### src/rtl/ptw_pkg.sv
// shared types and constants for the four-level page table walker
`default_nettype none

package ptw_pkg;

  localparam int ADDR_W  = 48;
  localparam int DATA_W  = 64;
  localparam int FRAME_W = 36;
  localparam int INDEX_W = 9;

  localparam logic CMD_TRANSLATE = 1'b0;
  localparam logic CMD_READ_DATA = 1'b1;

  localparam logic KIND_READ_REQ = 1'b0;
  localparam logic KIND_DONE     = 1'b1;

  localparam logic [1:0] LEVEL_0 = 2'd0;
  localparam logic [1:0] LEVEL_1 = 2'd1;
  localparam logic [1:0] LEVEL_2 = 2'd2;
  localparam logic [1:0] LEVEL_3 = 2'd3;

  localparam int BIT_VALID = 0;
  localparam int BIT_TABLE = 1;

  typedef struct packed {
    logic               is_read;
    logic [ADDR_W-1:0]  va;
    logic [FRAME_W-1:0] frame;
    logic               is_valid;
    logic               is_table;
  } ptw_item_t;

endpackage

`default_nettype wire

### src/rtl/ptw_front.sv
// front stage: takes input transactions and decodes them into queue entries
`default_nettype none

module ptw_front (
  input  wire logic                   clk,
  input  wire logic                   rst,
  input  wire logic                   item_valid,
  output logic                        item_stall,
  input  wire logic                   command,
  input  wire logic [47:0]            virtual_address,
  input  wire logic [63:0]            read_data,
  output logic                        push,
  output ptw_pkg::ptw_item_t          push_item,
  input  wire logic                   queue_full
);
  import ptw_pkg::*;

  logic      front_valid;
  ptw_item_t front_item;
  ptw_item_t decoded;
  logic      accept;

  always_comb begin
    decoded.is_read  = (command == CMD_READ_DATA);
    decoded.va       = virtual_address;
    decoded.frame    = read_data[ADDR_W-1:ADDR_W-FRAME_W];
    decoded.is_valid = read_data[BIT_VALID];
    decoded.is_table = read_data[BIT_TABLE];
  end

  assign push       = front_valid && !queue_full;
  assign item_stall = front_valid && queue_full;
  assign accept     = item_valid && !item_stall;
  assign push_item  = front_item;

  always_ff @(posedge clk) begin
    if (rst) begin
      front_valid <= 1'b0;
    end else if (accept) begin
      front_valid <= 1'b1;
    end else if (push) begin
      front_valid <= 1'b0;
    end
    if (accept) begin
      front_item <= decoded;
    end
  end

endmodule

`default_nettype wire

### src/rtl/ptw_queue.sv
// small fifo of decoded transactions between front and back
`default_nettype none

module ptw_queue #(
  parameter int DEPTH = 2
) (
  input  wire logic               clk,
  input  wire logic               rst,
  input  wire logic               push,
  input  wire ptw_pkg::ptw_item_t push_item,
  output logic                    full,
  input  wire logic               pop,
  output logic                    head_valid,
  output ptw_pkg::ptw_item_t      head_item
);
  import ptw_pkg::*;

  localparam int PTR_W = (DEPTH > 1) ? $clog2(DEPTH) : 1;
  localparam int CNT_W = $clog2(DEPTH + 1);

  ptw_item_t           slots [DEPTH];
  logic [PTR_W-1:0]    wr_ptr;
  logic [PTR_W-1:0]    rd_ptr;
  logic [CNT_W-1:0]    count;
  logic                do_push;
  logic                do_pop;

  assign full       = (count == CNT_W'(DEPTH));
  assign head_valid = (count != '0);
  assign head_item  = slots[rd_ptr];
  assign do_push    = push && !full;
  assign do_pop     = pop && head_valid;

  function automatic logic [PTR_W-1:0] wrap_inc(input logic [PTR_W-1:0] p);
    if (p == PTR_W'(DEPTH - 1)) begin
      return '0;
    end
    return p + PTR_W'(1);
  endfunction

  always_ff @(posedge clk) begin
    if (rst) begin
      wr_ptr <= '0;
      rd_ptr <= '0;
      count  <= '0;
    end else begin
      if (do_push) begin
        wr_ptr <= wrap_inc(wr_ptr);
      end
      if (do_pop) begin
        rd_ptr <= wrap_inc(rd_ptr);
      end
      if (do_push && !do_pop) begin
        count <= count + CNT_W'(1);
      end else if (do_pop && !do_push) begin
        count <= count - CNT_W'(1);
      end
    end
    if (do_push) begin
      slots[wr_ptr] <= push_item;
    end
  end

endmodule

`default_nettype wire

### src/rtl/ptw_back.sv
// back stage: walk state, table base register and result register
`default_nettype none

module ptw_back (
  input  wire logic               clk,
  input  wire logic               rst,
  input  wire logic               ttbr_we,
  input  wire logic [47:0]        ttbr_data,
  input  wire logic               head_valid,
  input  wire ptw_pkg::ptw_item_t head_item,
  output logic                    pop,
  output logic                    result_valid,
  input  wire logic               result_stall,
  output logic                    result_kind,
  output logic [47:0]             read_address,
  output logic [47:0]             physical_address,
  output logic                    fault
);
  import ptw_pkg::*;

  logic [ADDR_W-1:0]  ttbr;
  logic               walk_active;
  logic [1:0]         walk_level;
  logic [ADDR_W-1:0]  saved_va;

  logic               walk_active_next;
  logic [1:0]         walk_level_next;
  logic [ADDR_W-1:0]  saved_va_next;
  logic               kind_next;
  logic [ADDR_W-1:0]  ra_next;
  logic [ADDR_W-1:0]  pa_next;
  logic               fault_next;
  logic [1:0]         idx_level;
  logic [ADDR_W-1:0]  idx_va;
  logic [INDEX_W-1:0] level_idx;
  logic [FRAME_W-1:0] base_frame;

  assign pop = head_valid && (!result_valid || !result_stall);

  // level, address and frame that the next read request uses
  always_comb begin
    if (!head_item.is_read) begin
      idx_level  = LEVEL_0;
      idx_va     = head_item.va;
      base_frame = ttbr[ADDR_W-1:ADDR_W-FRAME_W];
    end else begin
      idx_level  = walk_level + 2'd1;
      idx_va     = saved_va;
      base_frame = head_item.frame;
    end
  end

  // 9-bit table index of the chosen level
  always_comb begin
    unique case (idx_level)
      LEVEL_0: level_idx = idx_va[47:39];
      LEVEL_1: level_idx = idx_va[38:30];
      LEVEL_2: level_idx = idx_va[29:21];
      LEVEL_3: level_idx = idx_va[20:12];
      default: level_idx = idx_va[47:39];
    endcase
  end

  always_comb begin
    walk_active_next = walk_active;
    walk_level_next  = walk_level;
    saved_va_next    = saved_va;
    kind_next        = KIND_DONE;
    ra_next          = '0;
    pa_next          = '0;
    fault_next       = 1'b1;
    if (!head_item.is_read) begin
      saved_va_next    = head_item.va;
      walk_active_next = 1'b1;
      walk_level_next  = LEVEL_0;
      kind_next        = KIND_READ_REQ;
      fault_next       = 1'b0;
      ra_next          = {base_frame, level_idx, 3'b000};
    end else if (walk_active) begin
      walk_active_next = 1'b0;
      walk_level_next  = LEVEL_0;
      if (head_item.is_valid) begin
        unique case (walk_level)
          LEVEL_0: begin
            if (head_item.is_table) begin
              walk_active_next = 1'b1;
              walk_level_next  = LEVEL_1;
              kind_next        = KIND_READ_REQ;
              fault_next       = 1'b0;
              ra_next          = {base_frame, level_idx, 3'b000};
            end
          end
          LEVEL_1: begin
            fault_next = 1'b0;
            if (head_item.is_table) begin
              walk_active_next = 1'b1;
              walk_level_next  = LEVEL_2;
              kind_next        = KIND_READ_REQ;
              ra_next          = {base_frame, level_idx, 3'b000};
            end else begin
              pa_next = {head_item.frame[FRAME_W-1:18], saved_va[29:0]};
            end
          end
          LEVEL_2: begin
            fault_next = 1'b0;
            if (head_item.is_table) begin
              walk_active_next = 1'b1;
              walk_level_next  = LEVEL_3;
              kind_next        = KIND_READ_REQ;
              ra_next          = {base_frame, level_idx, 3'b000};
            end else begin
              pa_next = {head_item.frame[FRAME_W-1:9], saved_va[20:0]};
            end
          end
          LEVEL_3: begin
            if (head_item.is_table) begin
              fault_next = 1'b0;
              pa_next    = {head_item.frame, saved_va[11:0]};
            end
          end
          default: begin
            fault_next = 1'b1;
          end
        endcase
      end
    end
  end

  always_ff @(posedge clk) begin
    if (rst) begin
      ttbr         <= '0;
      walk_active  <= 1'b0;
      walk_level   <= LEVEL_0;
      saved_va     <= '0;
      result_valid <= 1'b0;
    end else begin
      if (ttbr_we) begin
        ttbr <= ttbr_data;
      end
      if (pop) begin
        walk_active  <= walk_active_next;
        walk_level   <= walk_level_next;
        saved_va     <= saved_va_next;
        result_valid <= 1'b1;
      end else if (!result_stall) begin
        result_valid <= 1'b0;
      end
    end
    if (pop) begin
      result_kind      <= kind_next;
      read_address     <= ra_next;
      physical_address <= pa_next;
      fault            <= fault_next;
    end
  end

endmodule

`default_nettype wire

### src/rtl/four_level_page_table_walker.sv
// top level of the four-level page table walker
//
//   channel   direction  handshake                   payload
//   item      in         item_valid / item_stall     command, virtual_address, read_data
//   result    out        result_valid / result_stall result_kind, read_address,
//                                                    physical_address, fault
//   config    in         ttbr_we                     ttbr_data
//
// one transaction per cycle sustained while item_stall is low; after the item is taken
// the result passes the front register, a queue slot and the result register
// synchronous reset clears the walk state, the table base and all valid flags
// front and back stall on their own; the queue of QUEUE_DEPTH entries absorbs
// a result stall while the front keeps taking items
`default_nettype none

module four_level_page_table_walker #(
  parameter int QUEUE_DEPTH = 2
) (
  input  wire logic        clk,
  input  wire logic        rst,
  input  wire logic        ttbr_we,
  input  wire logic [47:0] ttbr_data,
  input  wire logic        item_valid,
  output logic             item_stall,
  input  wire logic        command,
  input  wire logic [47:0] virtual_address,
  input  wire logic [63:0] read_data,
  output logic             result_valid,
  input  wire logic        result_stall,
  output logic             result_kind,
  output logic [47:0]      read_address,
  output logic [47:0]      physical_address,
  output logic             fault
);
  import ptw_pkg::*;

  logic      push;
  ptw_item_t push_item;
  logic      queue_full;
  logic      pop;
  logic      head_valid;
  ptw_item_t head_item;

  ptw_front u_front (
    .clk             (clk),
    .rst             (rst),
    .item_valid      (item_valid),
    .item_stall      (item_stall),
    .command         (command),
    .virtual_address (virtual_address),
    .read_data       (read_data),
    .push            (push),
    .push_item       (push_item),
    .queue_full      (queue_full)
  );

  ptw_queue #(
    .DEPTH (QUEUE_DEPTH)
  ) u_queue (
    .clk        (clk),
    .rst        (rst),
    .push       (push),
    .push_item  (push_item),
    .full       (queue_full),
    .pop        (pop),
    .head_valid (head_valid),
    .head_item  (head_item)
  );

  ptw_back u_back (
    .clk              (clk),
    .rst              (rst),
    .ttbr_we          (ttbr_we),
    .ttbr_data        (ttbr_data),
    .head_valid       (head_valid),
    .head_item        (head_item),
    .pop              (pop),
    .result_valid     (result_valid),
    .result_stall     (result_stall),
    .result_kind      (result_kind),
    .read_address     (read_address),
    .physical_address (physical_address),
    .fault            (fault)
  );

endmodule

`default_nettype wire
### config.mk
export PLATFORM = sky130hd
export DESIGN_NAME = four_level_page_table_walker
export DESIGN_NICKNAME = d
export VERILOG_FILES = /design/src/rtl/ptw_pkg.sv /design/src/rtl/ptw_front.sv /design/src/rtl/ptw_queue.sv /design/src/rtl/ptw_back.sv /design/src/rtl/four_level_page_table_walker.sv
export SDC_FILE = /design/constraint.sdc
export NUM_CORES = 1
export LEC_CHECK = 0
export BUFFER_PORTS_ARGS = -buffer_cell sky130_fd_sc_hd__buf_2
export CELL_PAD_IN_SITES_DETAIL_PLACEMENT = 1
export CELL_PAD_IN_SITES_GLOBAL_PLACEMENT = 1
export CORE_MARGIN = 3
export CORE_UTILIZATION = 30
export CTS_BUF_LIST = sky130_fd_sc_hd__clkbuf_16
export DETAILED_ROUTE_END_ITERATION = 10
export MAX_ROUTING_LAYER = met4
export PLACE_DENSITY_LB_ADDON = 0.08
export SYNTH_ARGS = -nofsm -noshare
export SYNTH_HDL_FRONTEND = slang
export SYNTH_HIERARCHICAL = 1
export SYNTH_SLANG_ARGS = --single-unit
### constraint.sdc
create_clock -name clk -period 4.65 [get_ports clk]
set_input_delay 0.93 -clock clk [delete_from_list [all_inputs] [get_ports clk]]
set_output_delay 0.93 -clock clk [all_outputs]
set_load 0.01 [all_outputs]
======== After elaboration in Yosys (flattened, before gate mapping) ========
Memories as Yosys holds them, arrays and structs flattened. A register that Yosys moved wholly into a read port is not among the register bits.
Index checks and enable logic that the tools add are counted.
cells by class
  add/subtract/negate cells ............... 5
  eq/ne operators ......................... 9
  muxes and demuxes ....................... 52
  bitwise gates (word level) .............. 1
  reductions and logical operators ........ 27
operators by type and width
  operator                                                            count
  48-bit two-way mux                                                  9
  48-bit case mux with 3 select lines                                 1
  36-bit two-way mux                                                  1
  9-bit case mux with 4 select lines                                  1
  1-bit two-way mux                                                   30
  2-bit two-way mux                                                   8
  2-bit == test, second input constant                                5
  1-bit logical AND                                                   8
  1-bit logical NOT                                                   6
  2-bit case mux with 3 select lines                                  1
  2-bit nonzero test                                                  3
  2-bit by 1-bit adder with 2-bit output, second input constant       2
  2-bit by 1-bit == test with 1-bit output, second input constant     2
  2-bit logical NOT                                                   2
  2-bit AND reduction                                                 2
  4-bit AND reduction                                                 1
  2-bit OR reduction                                                  2
  3-bit AND reduction                                                 1
  3-bit OR reduction                                                  1
  1-bit adder, second input constant                                  2
  2-bit by 1-bit != test with 1-bit output, second input constant     1
  2-bit != test, second input constant                                1
  1-bit case mux with 2 select lines                                  1
  2-bit by 1-bit subtractor with 2-bit output, second input constant  1
  2 further kinds                                                     2
word-level totals
  register bits ........................... 290
  memory bits (writable) .................. 174
  bits of input ports ..................... 166
  word-level logic and storage cells ...... 115
  memories ................................ 1
memory list
  memory         depth  bits a word  rd ports  clocked after memory_dff  wr ports  RTL line         text
  u_queue.slots  2      87           1         1                         1         ptw_queue.sv:21  ptw_item_t slots [DEPTH];

======== Logic depth before layout (Yosys ltp) ========
Gate-level depths: netlist (run 1).
  depth in word-level cells ............... 9
  gate-level depth with buffers ........... 9

======== Cells and area by module ========
Netlist (run 1), hierarchy kept.
modules (own cells, without submodules)
  module     times used  cells an instance  area each (µm²)  seq. area each (µm²)
  ptw_back   1           642                7,526.0          4,614.4
  ptw_queue  1           296                6,618.8          5,325.1
  ptw_front  1           93                 2,667.6          2,632.5

======== Worst setup path after synthesis (run 1) ========
No wires, ideal clock.
  path type ............................... in2reg
  start point ............................. input port result_stall
  end point ............................... register u_queue.count[1]
  library setup time ...................... 0.070 ns
  arrival ................................. 3.756 ns
  data required time ...................... 4.580 ns
  slack ................................... 0.824 ns
  stages on the path ...................... 7
  buffers on the path ..................... 1
  cell sequence ........................... a21bo_2 inv_2 buf_2 o21ai_0 ha_1 or3_1 a21oi_1
between the ends
  longest elaborated chain between the ends .. 7
  elaborated cells on any way between the ends .. 9
ends and longest elaborated chain
  item                                                     RTL line                            text
  start, declared                                          four_level_page_table_walker.sv:29  input wire logic result_stall,
  1-bit logical NOT (*)                                    ptw_back.sv:38                      assign pop = head_valid && (!result_valid || !result_stall);
  1-bit logical OR (*)                                     ptw_back.sv:38
  1-bit logical AND (*)                                    ptw_back.sv:38
  net pop                                                  four_level_page_table_walker.sv:40  logic pop;
  1-bit logical AND (*)                                    ptw_queue.sv:32                     assign do_pop = pop && head_valid;
  1-bit logical NOT                                        ptw_queue.sv:53                     if (do_push && !do_pop) begin
  1-bit logical AND                                        ptw_queue.sv:53
  2-bit two-way mux or 2-bit nonzero test (tied branches)  -
  end signal, assigned                                     ptw_queue.sv:54                     count <= count + CNT_W'(1);
  end signal, assigned                                     ptw_queue.sv:56                     count <= count - CNT_W'(1);
  end, declared                                            ptw_queue.sv:24                     logic [CNT_W-1:0] count;
The timed path passes the listed nets; every way through them passes the cells marked *.
A chain may end at the register's enable or synchronous reset.

==> impl_metrics.json, run 1 <==
{
  "syn2layout_area_growth_pct": 19.8,
  "tns_ns": 0,
  "slowest_delay_ns": 0.65,
  "worstReg2RegEnd": "u_back/read_address[9]$_DFFE_PP_",
  "drc": 0,
  "cts_resized": 0,
  "rr_worst_depth": 5,
  "end_kind": "flop",
  "grt_antenna_before_repair": 4,
  "cp_slowest_cell": "dfxtp_4",
  "drive_above_1_share_pct": 32.3,
  "clk_latency_ns": 0.57,
  "min_period_ns": 2.64,
  "gr-usage-met3_pct": 3.36,
  "nNetsFinal": 1429,
  "io_pins": 266,
  "post-synth-top-count-cell": "edfxtp_1",
  "cts.sinks": 450,
  "status": "finished, final reports clean",
  "wl_per_cell_um": 21.1,
  "placedCellCount": 1950,
  "rsz0062_at_grt": "no",
  "synth-seq-cells": 450,
  "startpoint_type": "flop",
  "syn_area_per_cell_um2": 16.3,
  "synth_warnings": 6,
  "drt-pass1-iter-count": 4,
  "syn_inst": 1031,
  "core_um2": 55300,
  "grtUsageMet2_pct": 23.6,
  "tightest_slew_ns": 0.851,
  "fillers": 5712,
  "drt-initial-drc-count": 409,
  "rows": 86,
  "grt_overflow_total": 0,
  "synth.area.top_cells": "edfxtp_1, dfxtp_1, mux2_2, mux2_4, mux2i_1",
  "slew_violations": 0,
  "port_buffers": 224,
  "grt_start_max_net_pins": 98,
  "crit_arrival_ns": 2.95,
  "min_path_type": "reg -> reg",
  "start_util_pct": 30.4,
  "grt_pass1_vias": 9974,
  "path_class": "reg -> reg",
  "ys_top_cells_by_count": "edfxtp_1, dfxtp_1, mux2_2",
  "cp_max_fo": 53,
  "setup_violations": 0,
  "synth_edf_count": 356,
  "synth_ff_type": "edfxtp_1",
  "crit_cells": 5,
  "grt_use_total_pct": 14.9,
  "hold_buffers": 0,
  "clock_skew_ns": 0.0146,
  "cts_htree_levels": 2,
  "crit_required_ns": 4.96,
  "clk_pin_slew_ns": 0.05,
  "place_hpwl_mm": 26.2,
  "cap_violations": 0,
  "ant_nets": 0,
  "netlist.top_cell.by_area": "edfxtp_1",
  "grt-busiest-layer": "met2",
  "die_area_um2": 58900,
  "finalCritPeriodShare_pct": 56.8,
  "yosys.area.top_type_share_pct": 63.6,
  "ctsRootBufferMaster": "clkbuf_16",
  "synth_cell_types": 44,
  "place_congestion": 0.721,
  "clockBufferDepth": 3,
  "final_util_pct": 36.4,
  "p_leak_uw": 0.00731,
  "crit_buf_inv": 1,
  "die_h_um": 243,
  "endpoint": "u_back/read_address[9]$_DFFE_PP_",
  "layout.cells.non_filler": 2048,
  "power.density_nw_per_um2": 575,
  "grt_use_met1_pct": 19.6,
  "postCtsSetupBuffers": 0,
  "crit_family": "flip-flops",
  "reg2reg_slack_ns": 2.01,
  "path_cells": "mux2_2 -> buf_4 -> nand3b_1 -> o22ai_1 -> a21oi_1",
  "drt-total-wl_mm": 43.2,
  "synthArstFlopShare_pct": 0,
  "route.vias.total": 9378,
  "fp.dieW_um": 243,
  "relSlewSlack_pct": 43.3,
  "vias_per_cell": 4.58,
  "timing.fmax_mhz": 379,
  "grt_pass1_wl_mm": 64.6,
  "synth_sequential_area_ratio_pct": 74.8,
  "syn_area_um2": 16800,
  "cts_tree": "built",
  "cts-buffers-inserted": 52,
  "hold_violations": 0,
  "peakVddDrop_v": 0.000444
}
-- area by class of cell --
cell class              count  area, um^2  share of cell area (%)
clock buffers              53        1330                    6.58
clock inverters            41         164                   0.814
flip-flops and latches    450       12600                    62.4
repair buffers            238        1280                    6.35
well taps                 748         936                    4.65
multi-input cells         508        3820                    19.0
diodes                      4        10.0                  0.0497
inverters                   6        32.5                   0.161
-- layer usage --
layer,part of all wire (%),vias up
met1,47,4738
met5,0,-
li1,-,4385
met2,47,198
met4,1.8,0
met3,4.4,57
-- metrics by stage --
stage / setup slack (ns) / total power [uW] / hold slack [ns] / area [um^2]
after floorplan: 0.824 / 7060 / 0.421 / 16800
after global placement: 1.68 / 8160 / 0.422 / 18600
after detailed placement: 1.67 / 8180 / 0.432 / 18600
after CTS: 1.94 / 11900 / 0.442 / 20100
after global routing: 1.83 / 12200 / 0.450 / 20100
final: 2.01 / 11600 / 0.441 / 20100
-- worst min-delay path by stage --
stage / from / end / slack, ns / cells past startpoint
floorplan: u_front/push_item[0]$_DFFE_PP_ / u_queue/slots[0][0]$_DFFE_PP_ / 0.42 / 0
global placement: u_front/push_item[15]$_DFFE_PP_ / u_queue/slots[0][15]$_DFFE_PP_ / 0.42 / 0
detailed placement: u_front/push_item[58]$_DFFE_PP_ / u_queue/slots[0][58]$_DFFE_PP_ / 0.43 / 0
CTS: u_front/push_item[34]$_DFFE_PP_ / u_queue/slots[1][34]$_DFFE_PP_ / 0.44 / 0
global route: u_front/push_item[26]$_DFFE_PP_ / u_queue/slots[0][26]$_DFFE_PP_ / 0.45 / 0
finish: u_front/push_item[34]$_DFFE_PP_ / u_queue/slots[1][34]$_DFFE_PP_ / 0.44 / 0
-- placed cells by master (no fill, tap or decap), types with 30 or more instances in the layout --
| cell type | instances |
|---|---|
| mux2_4 | 30 |
| mux2i_1 | 36 |
| a21oi_1 | 60 |
| edfxtp_1 | 356 |
| nor2_1 | 61 |
| mux2_2 | 65 |
| buf_2 | 223 |
| o21ai_0 | 54 |
| a22o_1 | 36 |
| nand3_1 | 48 |
| clkbuf_16 | 53 |
| dfxtp_1 | 93 |
-- flip-flops by register name (all words and copies together), names as in the netlist, 2 cells and up, named ones only --
name,count
u_back/physical_address,48
u_back/read_address,45
u_back/saved_va,48
u_back/ttbr,36
u_back/walk_level,2
u_front/push_item,87
u_queue/count,2
u_queue/slots,174
-- kinds of logic after synthesis --
| family | share of synthesized area (%) |
|---|---|
| flops | 74.8 |
| compound gates | 7.44 |
| simple gates | 5.21 |
| mux | 9.31 |
| buf+inv | 2.56 |
| fa+ha+maj | 0.521 |
| xor+xnor | 0.156 |
| other cells | 0.0223 |
-- power by group --
part | internal, uW | leakage, uW | switching, uW | total [uW]
logic | 823 | 0.00236 | 1600 | 2420
registers | 5250 | 0.00413 | 318 | 5570
clock network | 2040 | 0.000813 | 1560 | 3600
total | 8110 | 0.00731 | 3480 | 11600
No activity file was read; power rests on OpenSTA's default activity.
==> inputs of run 2 (changes only) <==
Clock period 4.65 ns to 2.5 ns, I/O delays scaled along.
==> impl_metrics.json, run 2 (synthesis gave the netlist of run 1 again) <==
{
  "status": "finished, final reports clean",
  "drt-initial-drc-count": 447,
  "gr-usage-met3_pct": 3.40,
  "rows": 86,
  "hold_path_startpoint": "virtual_address[47]",
  "cts_htree_levels": 2,
  "largest_reg_flops": 174,
  "peakVddDrop_v": 0.000596,
  "drt-pass1-iter-count": 5,
  "route.vias.total": 9341,
  "drive_above_1_share_pct": 33.6,
  "relSlewSlack_pct": 48.3,
  "grtUsageMet2_pct": 22.8,
  "setup_violations": 0,
  "total_power_uw": 21800,
  "rr_worst_depth": 5,
  "slew_violations": 0,
  "cp_max_fo": 58,
  "path_class": "reg -> reg",
  "startpoint_type": "flop",
  "drt-total-wl_mm": 43.1,
  "final_util_pct": 36.8,
  "final_common_cell": "edfxtp_1",
  "grt_overflow_total": 0,
  "layout.cells.non_filler": 2057,
  "stdcell_area_um2": 20400,
  "die_h_um": 243,
  "grt_antenna_before_repair": 2,
  "whs_path_depth": 1,
  "p_leak_uw": 0.00738,
  "whs_endpoint": "u_front/push_item[85]$_DFFE_PP_",
  "grt_pass1_wl_mm": 63.8,
  "cap_violations": 0,
  "grt-busiest-layer": "met2",
  "clk_latency_ns": 0.58,
  "nNetsFinal": 1442,
  "die_area_um2": 58900,
  "cts_tree": "built",
  "drc": 0,
  "wl_per_cell_um": 21.0,
  "crit_arrival_ns": 2.48,
  "clk_pin_slew_ns": 0.06,
  "grt_use_met1_pct": 20.0,
  "postCtsSetupBuffers": 0,
  "final_cell_mix": "edfxtp_1, buf_2, dfxtp_1",
  "largest-register": "u_queue/slots",
  "crit_required_ns": 2.82,
  "min_period_ns": 2.16,
  "ctsRootBufferMaster": "clkbuf_16",
  "clockBufferDepth": 3,
  "start_util_pct": 30.4,
  "reg2reg_slack_ns": 0.34,
  "tns_ns": 0,
  "power.density_nw_per_um2": 1070,
  "grt_pass1_vias": 9797,
  "vias_per_cell": 4.54,
  "place_congestion": 0.704,
  "io_pins": 266,
  "finalCritPeriodShare_pct": 86.4,
  "ant_nets": 0,
  "cts_resized": 0,
  "syn2layout_area_growth_pct": 21.1,
  "min_path_type": "in -> reg",
  "worstReg2RegEnd": "u_back/read_address[4]$_DFFE_PP_",
  "grt_start_max_net_pins": 99,
  "timing.fmax_mhz": 463,
  "grt_use_total_pct": 14.8,
  "placed_area_um2": 18900,
  "placedCellCount": 1964,
  "cts-buffers-inserted": 51,
  "fp.dieW_um": 243,
  "clock_skew_ns": 0.0138,
  "cts.sinks": 450,
  "port_buffers": 224,
  "tightest_slew_ns": 0.776,
  "end_kind": "flop",
  "hold_buffers": 0,
  "core_um2": 55300,
  "hold_violations": 0,
  "place_hpwl_mm": 27.2,
  "rsz0062_at_grt": "no"
}
[run 2: changes by cell type in the layout (fill, tap and decap cells not counted), sizes merged, moves of 2 or more]
| cell | delta |
|---|---|
| clkbuf | -2 |
| clkinv | +6 |
| buf | +14 |
| bufinv | +2 |
| diode | -3 |
| inv | -9 |
[run 2: worst max-delay path, stage by stage, from the launching register on]
cell,delay [ns]
dfxtp_4,0.36
mux2_2,0.32
buf_4,0.56
nand3b_1,0.38
o22ai_1,0.21
a21oi_1,0.06
[run 2: worst max-delay path by stage]
| stage | startpoint | end | depth (start not counted) |
|---|---|---|---|
| floorplan | u_queue/count[0]$_SDFFE_PP0P_ | u_queue/count[1]$_SDFFE_PP0P_ | 8 |
| global placement | flop | u_back/read_address[4]$_DFFE_PP_ | 5 |
| detailed placement | flop | u_back/read_address[3]$_DFFE_PP_ | 5 |
| CTS | u_back/walk_level[0]$_SDFFE_PP0P_ | u_back/physical_address[7]$_SDFFCE_PN0P_ | 5 |
| global route | flop | u_back/read_address[4]$_DFFE_PP_ | 5 |
| finish | flop | u_back/read_address[4]$_DFFE_PP_ | 5 |
[run 2: area by class of cell]
class / count / area, um^2
fillers: 5726 / 35000
flip-flops and latches: 450 / 12600
multi-input cells: 508 / 3830
repair buffers: 252 / 1470
clock buffers: 51 / 1280
well taps: 748 / 936
clock inverters: 41 / 223
inverters: 6 / 33.8
diodes: 1 / 2.50
[run 2: stage by stage]
step | hold WS (ns) | setup slack, ns
after floorplan | 0.421 | -0.0591
after CTS | 0.0491 | 0.318
final | 0.0957 | 0.340
after global routing | 0.0470 | 0.193
after global placement | 0.422 | 0.348
after detailed placement | 0.431 | 0.320
[run 2: per-layer routing]
metal  share of wire, %  wire, um  vias to the layer above
met4                1.9       839                        0
met3                5.0      2140                       73
met5                  0         0                        -
met2                 46     20000                      204
li1                   -         -                     4393
met1                 47     20200                     4671
[run 2: power by group]
part,total (uW),internal (uW),switching (uW)
Combinational,4640,1620,3020
Clock,6780,3870,2910
Sequential,10300,9770,569
